$ cat src/hdl/jis2sjis_pkg.sv
// Package for the JIS to Shift_JIS encoder.
// Holds the beat types, character set codes and status codes; no dependencies.
`default_nettype none

package jis2sjis_pkg;

  localparam logic [2:0] CS_ROMAN    = 3'd0;
  localparam logic [2:0] CS_KATAKANA = 3'd1;
  localparam logic [2:0] CS_X0208    = 3'd2;
  localparam logic [2:0] CS_IBM_EXT  = 3'd3;
  localparam logic [2:0] CS_X0213_P1 = 3'd4;
  localparam logic [2:0] CS_X0213_P2 = 3'd5;

  localparam logic [1:0] ST_OK          = 2'd0;
  localparam logic [1:0] ST_ILLEGAL     = 2'd1;
  localparam logic [1:0] ST_UNSUPPORTED = 2'd2;

  localparam logic [1:0] CNT_NONE = 2'd0;
  localparam logic [1:0] CNT_ONE  = 2'd1;
  localparam logic [1:0] CNT_TWO  = 2'd2;

  typedef struct packed {
    logic [2:0] char_set;
    logic [7:0] first_byte;
    logic [7:0] second_byte;
  } in_beat_t;

  typedef struct packed {
    logic [7:0] out_first;
    logic [7:0] out_second;
    logic [1:0] byte_count;
    logic [1:0] status;
  } out_beat_t;

endpackage

`default_nettype wire

$ cat src/hdl/jis_to_shift_jis_encoder.sv
// A beat accepted goes into the input register, then into the result register, which drives the output.
// One character per cycle unless the output stalls; ready follows the output side combinationally.
// The input register and the result register each hold one beat.
// Reset clears both stage valid flags and sets the mode to plain Shift_JIS.
// Depends on jis2sjis_pkg for the beat types and codes.
`default_nettype none

module jis_to_shift_jis_encoder (
  input  wire logic                  clk_i,
  input  wire logic                  rst_ni,
  input  wire logic                  in_valid_i,
  output      logic                  in_ready_o,
  input  wire jis2sjis_pkg::in_beat_t  in_data_i,
  output      logic                  out_valid_o,
  input  wire logic                  out_ready_i,
  output      jis2sjis_pkg::out_beat_t out_data_o,
  input  wire logic                  cfg_we_i,
  input  wire logic                  cfg_wdata_i
);

  logic                    mode_q;
  logic                    in_vld_q;
  jis2sjis_pkg::in_beat_t  in_q;
  logic                    res_vld_q;
  jis2sjis_pkg::out_beat_t res_q;
  jis2sjis_pkg::out_beat_t res_d;

  logic res_adv;
  logic in_adv;

  logic [7:0] b1;
  logic [7:0] b2;
  logic [8:0] row_diff;
  logic [8:0] row_adj;
  logic [8:0] row_half;
  logic [8:0] cls_hi9;
  logic [8:0] cls_lo9;
  logic [7:0] cls_hi;
  logic [7:0] cls_lo;
  logic [7:0] x13_cell;
  logic [8:0] p1_sum;
  logic [8:0] p2l_sum;
  logic [8:0] p2r_sum;
  logic [7:0] p2l_hi;
  logic       p2_listed;
  logic       p2_range;

  assign res_adv    = !res_vld_q || out_ready_i;
  assign in_adv     = !in_vld_q || res_adv;
  assign in_ready_o = in_adv;

  assign b1 = in_q.first_byte;
  assign b2 = in_q.second_byte;

  // Classic row arithmetic; the halving truncates toward zero for rows below 0x21.
  always_comb begin
    row_diff = {1'b0, b1} - 9'd33;
    row_adj  = row_diff + {8'd0, row_diff[8]};
    row_half = {row_adj[8], row_adj[8:1]};
    cls_hi9  = row_half + 9'h081;
    if (cls_hi9 > 9'h09f) begin
      cls_hi9 = cls_hi9 + 9'h040;
    end
    cls_lo9 = {1'b0, b2} + (b1[0] ? 9'h01f : 9'h07d);
    if (cls_lo9 >= 9'h07f) begin
      cls_lo9 = cls_lo9 + 9'd1;
    end
    cls_hi = cls_hi9[7:0];
    cls_lo = cls_lo9[7:0];
  end

  always_comb begin
    if (b1[0]) begin
      if (b2 <= 8'h5f) begin
        x13_cell = b2 + 8'h1f;
      end else if (b2 <= 8'h7e) begin
        x13_cell = b2 + 8'h20;
      end else begin
        x13_cell = b2;
      end
    end else begin
      x13_cell = b2 + 8'h7e;
    end
    p1_sum    = {1'b0, b1} + ((b1 <= 8'h5e) ? 9'h0e1 : 9'h161);
    p2l_sum   = {1'b0, b1} + 9'h1bf;
    p2r_sum   = {1'b0, b1} + 9'h17b;
    p2l_hi    = p2l_sum[8:1] - ((b1 >= 8'h28) ? 8'd3 : 8'd0);
    p2_listed = b1 inside {8'h21, 8'h23, 8'h24, 8'h25, 8'h28, 8'h2c, 8'h2d, 8'h2e, 8'h2f};
    p2_range  = b1 inside {[8'h6e : 8'h7e]};
  end

  always_comb begin
    res_d = '{out_first: 8'd0, out_second: 8'd0,
              byte_count: jis2sjis_pkg::CNT_NONE, status: jis2sjis_pkg::ST_UNSUPPORTED};
    case (in_q.char_set)
      jis2sjis_pkg::CS_ROMAN: begin
        res_d.out_first  = b1;
        res_d.byte_count = jis2sjis_pkg::CNT_ONE;
        res_d.status     = jis2sjis_pkg::ST_OK;
      end
      jis2sjis_pkg::CS_KATAKANA: begin
        res_d.out_first  = b1 | 8'h80;
        res_d.byte_count = jis2sjis_pkg::CNT_ONE;
        res_d.status     = jis2sjis_pkg::ST_OK;
      end
      jis2sjis_pkg::CS_X0208: begin
        if (!mode_q) begin
          res_d.out_first  = cls_hi;
          res_d.out_second = cls_lo;
          res_d.byte_count = jis2sjis_pkg::CNT_TWO;
          res_d.status     = jis2sjis_pkg::ST_OK;
        end
      end
      jis2sjis_pkg::CS_IBM_EXT: begin
        if (!mode_q) begin
          res_d.out_first  = b1;
          res_d.out_second = b2;
          res_d.byte_count = jis2sjis_pkg::CNT_TWO;
          res_d.status     = jis2sjis_pkg::ST_OK;
        end
      end
      jis2sjis_pkg::CS_X0213_P1: begin
        if (mode_q) begin
          if (b1 <= 8'h7e) begin
            res_d.out_first  = p1_sum[8:1];
            res_d.out_second = x13_cell;
            res_d.byte_count = jis2sjis_pkg::CNT_TWO;
            res_d.status     = jis2sjis_pkg::ST_OK;
          end else begin
            res_d.status = jis2sjis_pkg::ST_ILLEGAL;
          end
        end
      end
      jis2sjis_pkg::CS_X0213_P2: begin
        if (mode_q) begin
          if (p2_listed || p2_range) begin
            res_d.out_first  = p2_listed ? p2l_hi : p2r_sum[8:1];
            res_d.out_second = x13_cell;
            res_d.byte_count = jis2sjis_pkg::CNT_TWO;
            res_d.status     = jis2sjis_pkg::ST_OK;
          end else begin
            res_d.status = jis2sjis_pkg::ST_ILLEGAL;
          end
        end
      end
      default: begin
        res_d.status = jis2sjis_pkg::ST_UNSUPPORTED;
      end
    endcase
  end

  always_ff @(posedge clk_i or negedge rst_ni) begin
    if (!rst_ni) begin
      mode_q    <= 1'b0;
      in_vld_q  <= 1'b0;
      res_vld_q <= 1'b0;
    end else begin
      if (cfg_we_i) begin
        mode_q <= cfg_wdata_i;
      end
      if (in_adv) begin
        in_vld_q <= in_valid_i;
      end
      if (res_adv) begin
        res_vld_q <= in_vld_q;
      end
    end
  end

  always_ff @(posedge clk_i) begin
    if (in_adv && in_valid_i) begin
      in_q <= in_data_i;
    end
    if (res_adv && in_vld_q) begin
      res_q <= res_d;
    end
  end

  assign out_valid_o = res_vld_q;
  assign out_data_o  = res_q;

  a_fail_no_bytes : assert property (@(posedge clk_i) disable iff (!rst_ni)
    out_valid_o && (out_data_o.status != jis2sjis_pkg::ST_OK)
      |-> (out_data_o.byte_count == jis2sjis_pkg::CNT_NONE))
    else $error("A failed character carries bytes.");

  a_second_zero : assert property (@(posedge clk_i) disable iff (!rst_ni)
    out_valid_o && (out_data_o.byte_count != jis2sjis_pkg::CNT_TWO)
      |-> (out_data_o.out_second == 8'd0))
    else $error("Unused second byte is not zero.");

  a_empty_ready : assert property (@(posedge clk_i) disable iff (!rst_ni)
    !out_valid_o |-> in_ready_o)
    else $error("Input stalled while the result register is empty.");

  a_stage_moves : assert property (@(posedge clk_i) disable iff (!rst_ni)
    in_vld_q && res_adv |=> out_valid_o)
    else $error("A registered beat did not reach the result register.");

endmodule

`default_nettype wire

$ cat config.mk
export PLATFORM = sky130hd
export DESIGN_NAME = jis_to_shift_jis_encoder
export DESIGN_NICKNAME = d
export VERILOG_FILES = /design/src/hdl/jis2sjis_pkg.sv /design/src/hdl/jis_to_shift_jis_encoder.sv
export SDC_FILE = /design/constraint.sdc
export NUM_CORES = 1
export LEC_CHECK = 0
export ABC_AREA = 1
export BUFFER_PORTS_ARGS = -buffer_cell sky130_fd_sc_hd__buf_2
export CAP_MARGIN = 20
export CELL_PAD_IN_SITES_DETAIL_PLACEMENT = 1
export CELL_PAD_IN_SITES_GLOBAL_PLACEMENT = 1
export CORE_UTILIZATION = 39
export DETAILED_ROUTE_END_ITERATION = 6
export PLACE_DENSITY = 0.84
export SYNTH_ARGS = -nofsm -noshare
export SYNTH_HDL_FRONTEND = slang
export SYNTH_SLANG_ARGS = --single-unit
$ cat constraint.sdc
create_clock -name clk_i -period 3.7 [get_ports clk_i]
set_clock_uncertainty 0.15 [all_clocks]
set_input_delay 0 -clock clk_i [delete_from_list [all_inputs] [get_ports clk_i]]
set_output_delay 0 -clock clk_i [all_outputs]
set_load 0.01 [all_outputs]
==> qor.csv, run 1 <==
metric;value;unit
status;complete, no violations;
most common library cells after synthesis;nand2_1, inv_1, nand3_1;
Worst Reg-to-Reg Cells;24;
wire length on met3;387;um
Post-synth EDFFs;39;
fin nets;601;
FF-to-FF End;out_data_o[18]$_DFFE_PP_;
Filler cells;1132;
via/cell ratio;5.29;
combinational fraction of design power;33.4;%
Slew Viols, Final;0;
antenna-violating nets left;0;
Critical Path End Type;flip-flop;
Final Hold Viols;0;
Synth Register Bits;42;
final setup fails;0;
routed wire length;10.7;mm
worst slack at placement;0.135;ns
Mean Syn Cell Area;7.65;um^2
vias in the first global route;3541;
vias;3499;
Final GP Congestion;0.935;
Worst Setup Slack, final;0.223;ns
Switch Pwr;0.526;mW
die area;9650;um^2
Total Power;1.43;mW
post-synth top area cell;edfxtp_1;
WL met1;4.93;mm
CTS tree;done;
worst-skew pair later-pin latency;0.31;ns
Sw Share;36.8;%
drt drc;0;
Flop pwr share;42.8;%
Area contributors post-synth;edfxtp_1, nand2_1, ha_1;
Design Area, Final;4370;um^2
Area growth syn-to-layout;21.0;%
most common cell in the synthesized netlist;nand2_1;
placed inst area;3970;um^2
total gr overflow;0;
Max Cap Viol;0;
Ports;47;
synth warn;0;
hold_ws;0.248;ns
DP Cell Count;624;
Mapped Area;3610;um^2
WHS Path Cells;2;
asr flop ratio synth;7.14;%
Req. time, crit path;3.62;ns
ant diodes;0;
Setup CP Type;flip-flop to flip-flop;
final worst path period share;94.0;%
min-delay worst type;input pin to flip-flop;
hold path startpoint;in_data_i[6];
Detail Placement HPWL;8.10;mm
WL met2;5.26;mm
Max H-tree Level;2;
CTS Sinks;42;
WL per Instance;16.2;um
Slew @ Worst Pin;0.719;ns
Die X;98.2;um
register area;1250;um^2
Setup TNS Final;0;ns
cell row count;34;
gate count of the mapped netlist;472;
CTS clock-pin slew for the worst setup and hold paths;0.10;ns
design internal power;0.905;mW
All-Layer GR Usage;22.5;%
root buf cell;clkbuf_8;
fmax;288;MHz
Slew HR;52.0;%
RSZ-0062 raised after global routing;false;
Max Used Layer;met4;
Cell Pwr Density;327;nW/um^2
initial antenna violation count;0;
critical-path maximum fanout;5;
largest net degree at the start of global routing;21;
Startpoint Class;flip-flop;
Die Ht;98.2;um
initial core utilization;40.8;%
port bufs;46;
total CTS buffers;5;
Mapped Nets;521;
Seq/Total Area, Yosys;34.5;%
Yosys cell types;44;
Clk pwr share;23.8;%
Period minus WS final;3.48;ns
r2r setup slk;0.22;ns
clk buf depth;2;
Placeable Area;8850;um^2
Core Util, Final;49.4;%
Critical R2R Launch;b1[1]$_DFFE_PP_;
footprint of the multi-input gates;2050;um^2
Initial DRC Count;157;
Synth top area share;32.4;%
crit path DAT;3.40;ns
non-filler cells, final;661;
Min-Delay Endpoint;b2[6]$_DFFE_PP_;
Leak Pwr;2.01;nW
DR pass1 iterations;7;
Main synth FF type;edfxtp_1;
first-pass GRT wire length;17.1;mm
VDD IR max;0.166;mV
share of cells above drive strength 1;20.4;%
## final cells by class
cell class / count / share of cell area (%)
Clock inverter: 1 / 0.200
Tap cell: 108 / 3.09
Sequential cell: 42 / 28.5
Multi-Input combinational cell: 350 / 47.0
Timing Repair Buffer: 84 / 13.3
Inverter: 69 / 5.93
Clock buffer: 7 / 1.98
## registers in the layout, summed over array words and instances (netlist names)
name,count
b1,8
b2,8
in_q,3
in_vld_q,1
mode_q,1
out_data_o,20
out_valid_o,1
## power groups by stage
stage	Clock (mW)	Sequential (mW)	Combinational, mW
floorplan	0	0.625	0.300
global placement	0	0.620	0.422
detailed placement	0	0.623	0.443
CTS	0.349	0.612	0.469
global route	0.363	0.618	0.528
finish	0.341	0.612	0.478
## how the worst max path moves through the flow
stage / from / to / cells after the start
global placement: b1[1]$_DFFE_PP_ / out_data_o[18]$_DFFE_PP_ / 28
CTS: b1[1]$_DFFE_PP_ / out_data_o[18]$_DFFE_PP_ / 28
floorplan: b1[0]$_DFFE_PP_ / out_data_o[18]$_DFFE_PP_ / 29
finish: b1[1]$_DFFE_PP_ / out_data_o[18]$_DFFE_PP_ / 24
global route: b1[4]$_DFFE_PP_ / out_data_o[18]$_DFFE_PP_ / 26
detailed placement: b1[1]$_DFFE_PP_ / out_data_o[18]$_DFFE_PP_ / 28
## cells in the final DEF (no fill, tap or decap), types with 2 or more instances in the layout
cell and count:
nand3_1 41, dlygate4sd3_1 27, nor4_1 3, nand4_1 5
nor3_1 10, nor2_4 9, nand2_1 110, buf_4 11
a211oi_1 2, nor2_1 28, xor2_1 13, a21oi_1 21
nor2_2 5, ha_1 21, o21ai_1 6, dfrtp_1 3
clkbuf_8 6, nand2_2 15, a22oi_1 3, inv_2 8
a31oi_1 2, buf_2 46, o2111ai_1 3, o221ai_1 4
nor3_2 2, edfxtp_1 39, nand3_2 2, nand2_4 2
o21ai_0 27, fa_1 2, inv_1 61
## per-layer routing
metal / global-route usage, % / vias up
li1: - / 1733
met1: 28.8 / 1656
met2: 39.9 / 95
met3: 2.93 / 15
met4: 5.74 / 0
met5: 0 / -
## worst max-delay path, cell delays in order, from the launching register on
cell	delay, ns
edfxtp_1	0.38
inv_2	0.09
ha_1	0.43
inv_1	0.09
ha_1	0.20
inv_1	0.11
nor2_4	0.06
inv_1	0.05
nand2_1	0.05
inv_1	0.08
ha_1	0.19
nand3_1	0.15
nor2_2	0.15
nand3_1	0.11
nand2_2	0.11
ha_1	0.14
nand2_1	0.05
nor3_1	0.16
nand3_1	0.10
nand2_1	0.09
nand2_2	0.07
nand2_1	0.06
nand2_1	0.05
nand3_1	0.07
nand2_1	0.05
## cell families after synthesis
logic type               synth area share (%)
AO/OA/AOI/OAI                            12.3
XOR/XNOR                                 3.15
adder cells (fa/ha/maj)                  8.73
buffers and inverters                    9.28
flip-flops                               34.5
multiplexers                            0.277
AND/OR/NAND/NOR                          31.7
## repair_timing
item / 4_1_cts / 5_1_grt
resized for setup: 0 / 3
hold buffers: 27 / 0
setup endpoints to repair: 0 / 2
hold endpoints to repair: 25 / 0
setup buffers: 0 / 2
(Power assumes the default switching activity.)
==> run 2, diff against run 1 <==
CORE_MARGIN = 3   (was unset)
CTS_CLUSTER_SIZE = 12   (was unset)
==> run 2 against run 1 <==
Worst hold slack gained 0.0028 ns. Routed wire length grew 4.0%. Worst setup slack lost 0.078 ns. Design area grew 2.0%. Critical path type unchanged. Fmax shrank 2.2%. Clock power shrank 7.3%. Combinational power grew 5.4%. Highest routed layer unchanged.
==> qor.csv, run 2 (synthesized netlist as in run 1, its figures left out) <==
metric;value;unit
status;complete, no violations;
CTS Sinks;42;
All-Layer GR Usage;21.6;%
DP Cell Count;622;
Critical Path End Type;flip-flop;
Filler cells;1116;
non-filler cells, final;667;
Startpoint Class;flip-flop;
Critical Path Start;b1[7]$_DFFE_PP_;
total CTS buffers;5;
Detail Placement HPWL;8.42;mm
r2r setup slk;0.15;ns
Final Hold Viols;0;
Core Util, Final;50.4;%
Max H-tree Level;2;
max reg flops;20;
placed inst area;3970;um^2
crit path DAT;3.46;ns
vias;3509;
Placeable Area;8850;um^2
total gr overflow;0;
antenna-violating nets left;0;
VDD IR max;0.176;mV
Cell Pwr Density;321;nW/um^2
largest net degree at the start of global routing;20;
via/cell ratio;5.26;
die area;10500;um^2
Setup TNS Final;0;ns
cell row count;34;
initial core utilization;40.8;%
share of cells above drive strength 1;22.4;%
hold path startpoint;in_data_i[0];
drt drc;0;
final worst path period share;96.1;%
fmax;281;MHz
CTS tree;done;
Req. time, crit path;3.61;ns
commonest non-fill, non-tap cell in the layout;nand2_1;
hold_ws;0.251;ns
register area;1250;um^2
Die Ht;102;um
DR pass1 iterations;4;
most frequent cells in the layout;nand2_1, inv_1, buf_2;
Slew HR;49.4;%
Ports;47;
clk buf depth;2;
Total Power;1.43;mW
Initial DRC Count;194;
Design Area, Final;4460;um^2
fin nets;607;
root buf cell;clkbuf_8;
Area growth syn-to-layout;23.4;%
routed wire length;11.2;mm
worst setup path endpoint;out_data_o[18]$_DFFE_PP_;
WL per Instance;16.7;um
first-pass GRT wire length;17.8;mm
Slew @ Worst Pin;0.758;ns
CTS clock-pin slew for the worst setup and hold paths;0.09;ns
Final GP Congestion;0.904;
Worst Reg-to-Reg Cells;24;
Worst Setup Slack, final;0.146;ns
Critical R2R Launch;b1[7]$_DFFE_PP_;
Leak Pwr;2.04;nW
ant diodes;0;
critical-path maximum fanout;7;
FF-to-FF End;out_data_o[18]$_DFFE_PP_;
Die X;102;um
worst-skew pair later-pin latency;0.30;ns
initial antenna violation count;0;
worst slack at placement;-0.0244;ns
footprint of the multi-input gates;2090;um^2
final setup fails;0;
Period minus WS final;3.55;ns
Slew Viols, Final;0;
vias in the first global route;3651;
Max Cap Viol;0;
port bufs;46;
min-delay worst type;input pin to flip-flop;
Setup CP Type;flip-flop to flip-flop;
-- run 2: cell type report --
cell class                 instances  share of cell area (%)
sequential                        42                    28.0
clock buffer                       5                    1.54
clock inverter                     3                   0.421
timing repair buffer              90                    14.3
inverter                          69                    5.81
multi-input combinational        350                    47.0
tap                              108                    3.03
-- run 2: critical path, cell delays in order, from the launching register on --
cell	delay [ns]
edfxtp_1	0.53
nor2_1	0.22
nand2_2	0.11
inv_1	0.08
nand3_2	0.11
inv_1	0.07
ha_1	0.13
inv_1	0.07
nor2_4	0.14
nand2_1	0.09
nand2_1	0.09
nand2_2	0.08
inv_1	0.11
nand4_1	0.20
o21bai_4	0.20
ha_1	0.17
nand2_1	0.07
nor3_2	0.17
nand3_1	0.11
nand2_1	0.11
nand2_2	0.08
nand2_1	0.06
nand2_1	0.04
nand3_1	0.07
nand2_1	0.05
-- run 2: what timing repair did --
action                                 in CTS  in global routing
setup endpoints to repair                   1                  2
endpoints found under the hold margin      25                  0
hold buffers                               27                  0
setup buffers                               0                 10
resized for setup                           1                 11
pin swaps                                   0                  4
-- run 2: power by group --
group / switching, mW / total, mW / internal [mW]
sequential: 0.0349 / 0.612 / 0.577
clock: 0.182 / 0.316 / 0.133
combinational: 0.318 / 0.504 / 0.186
total: 0.535 / 1.43 / 0.897
-- run 2: how the worst min path moves through the flow --
| stage | endpoint | cells after the start | slack (ns) |
|---|---|---|---|
| 5_1_grt | b1[3]$_DFFE_PP_ | 2 | 0.26 |
| 6_report | b2[0]$_DFFE_PP_ | 2 | 0.25 |
| 2_1_floorplan | in_vld_q$_DFFE_PN0N_ | 0 | -0.45 |
| 3_3_place_gp | mode_q$_DFFE_PN0P_ | 1 | -0.35 |
| 3_5_place_dp | mode_q$_DFFE_PN0P_ | 1 | -0.34 |
| 4_1_cts | b2[5]$_DFFE_PP_ | 2 | 0.23 |
-- run 2: routing by layer --
metal | track usage (%) | wire length [um]
met1 | 28.1 | 5060
met2 | 38.3 | 5670
met3 | 2.80 | 323
met4 | 5.05 | 100
met5 | 0 | 0
==> run 3, diff against run 2 <==
CAP_MARGIN = unset   (was 20)
PLACE_DENSITY = 0.86   (was 0.84)
==> run 3 against run 2 <==
Fmax rose by 3.3%. Design area fell by 0.14%. First-iteration DRC count fell by 13%. Largest power group unchanged.
==> qor.csv, run 3 (synthesized netlist as in run 1, its figures left out) <==
metric;value;unit
DR pass1 iterations;5;
Placeable Area;8850;um^2
vias in the first global route;3590;
non-filler cells, final;666;
fmax;291;MHz
initial antenna violation count;0;
worst path cell trace;nor2_1, nand2_1, inv_1, nand3_2, inv_1, ha_1, inv_1, nor2_4, nand2_1, nand2_1, nand2_2, inv_1, nand4_1, o21bai_4, ha_1, nand2_1, nor3_2, nand3_1, nand2_1, nand2_2, nand2_1, nand2_1, nand3_1, nand2_1;
die area;10500;um^2
min-delay worst type;input pin to flip-flop;
Detail Placement HPWL;8.17;mm
critical-path maximum fanout;8;
Slew Viols, Final;0;
Max H-tree Level;2;
Die X;102;um
crit path DAT;3.35;ns
clk buf depth;2;
final worst path period share;93.0;%
CTS clock-pin slew for the worst setup and hold paths;0.10;ns
Initial DRC Count;168;
total gr overflow;0;
CTS Sinks;42;
first-pass GRT wire length;17.7;mm
Critical R2R Launch;b1[6]$_DFFE_PP_;
cell row count;34;
met2 Track Usage GR;37.6;%
worst-skew pair later-pin latency;0.31;ns
total CTS buffers;5;
root buf cell;clkbuf_8;
hold_ws;0.251;ns
Slew @ Worst Pin;1.22;ns
Area growth syn-to-layout;23.2;%
Ports;47;
Critical Path Start;b1[6]$_DFFE_PP_;
CTS tree;done;
Setup CP Type;flip-flop to flip-flop;
Startpoint Class;flip-flop;
WL per Instance;17.0;um
Die Ht;102;um
commonest non-fill, non-tap cell in the layout;nand2_1;
fin nets;606;
routed wire length;11.3;mm
drt drc;0;
final setup fails;0;
Req. time, crit path;3.61;ns
largest net degree at the start of global routing;21;
GR met3 Demand/Resource;2.59;%
Final Hold Viols;0;
Setup TNS Final;0;ns
antenna-violating nets left;0;
via/cell ratio;5.45;
DP Cell Count;625;
Slew HR;18.6;%
Period minus WS final;3.44;ns
Cell Pwr Density;320;nW/um^2
Slowest Stage Delay on Critical Path;0.52;ns
met1 usage;28.6;%
Worst path slowest cell;edfxtp_1;
initial core utilization;40.8;%
busiest grt layer;met2;
Leak Pwr;2.03;nW
Critical Path Most Common Cell;nand2_1;
Max Cap Viol;0;
status;complete, no violations;
All-Layer GR Usage;21.7;%
Critical Path End Type;flip-flop;
share of cells above drive strength 1;21.7;%
most frequent cells in the layout;nand2_1, inv_1, buf_2;
vias;3633;
VDD IR max;0.160;mV
hold path startpoint;in_data_i[4];
ant diodes;0;
Final GP Congestion;0.933;
max reg flops;20;
port bufs;46;
[run 3: final timing paths]
kind | cells past startpoint | slack [ns] | endpoint
worst max-delay path | 24 | 0.26 | out_data_o[18]$_DFFE_PP_
worst max register to register | 24 | 0.26 | out_data_o[18]$_DFFE_PP_
max in group asynchronous | 3 | 2.81 | mode_q$_DFFE_PN0P_
min in group asynchronous | 3 | 0.42 | out_valid_o$_DFFE_PN0P_
worst min-delay path | 2 | 0.25 | b2[4]$_DFFE_PP_
worst min register to register | 2 | 0.41 | out_valid_o$_DFFE_PN0P_
[run 3: worst max-delay path: cells and delay by family (launching register included)]
| kind | cells | cell delay (ns) |
|---|---|---|
| fa+ha+maj | 2 | 0.29 |
| compound gates | 1 | 0.22 |
| flops | 1 | 0.52 |
| buf+inv | 4 | 0.36 |
| simple gates | 17 | 1.66 |
[run 3: layer usage]
| layer | vias to the layer above | part of all wire, % | wire [um] |
|---|---|---|---|
| met4 | 0 | 1.6 | 180 |
| met5 | - | 0 | 0 |
| met2 | 107 | 50 | 5690 |
| met1 | 1755 | 44 | 4970 |
| met3 | 24 | 4.3 | 487 |
| li1 | 1747 | - | - |
[run 3: stage by stage]
stage          power (mW)  utilization (%)  cell area [um^2]  setup WS (ns)
6_report             1.42             50.3              4450          0.260
5_1_grt              1.51             50.3              4450        -0.0913
4_1_cts              1.40             49.0              4340          0.101
3_5_place_dp         1.06             45.0              3980         0.0898
3_3_place_gp         1.04             45.0              3980          0.356
2_1_floorplan       0.924                -              3610          0.156
[run 3: final cells by class]
type                    count  area [um^2]
inverters                  69          259
repair buffers             89          624
flip-flops and latches     42         1250
fillers                  1103         4400
multi-input cells         350         2100
clock inverters             2         12.5
clock buffers               6         72.6
well taps                 108          135
[run 3: timing repair]
action,CTS,global route
hold buffers,27,0
setup endpoints to repair,0,2
resized for setup,0,12
buffers inserted,0,6
hold endpoints to repair,25,0
[run 3: power breakdown]
group | total, mW | switching [mW] | internal (mW)
clock | 0.315 | 0.181 | 0.134
combinational | 0.496 | 0.316 | 0.180
sequential | 0.613 | 0.0347 | 0.578
total | 1.42 | 0.531 | 0.892
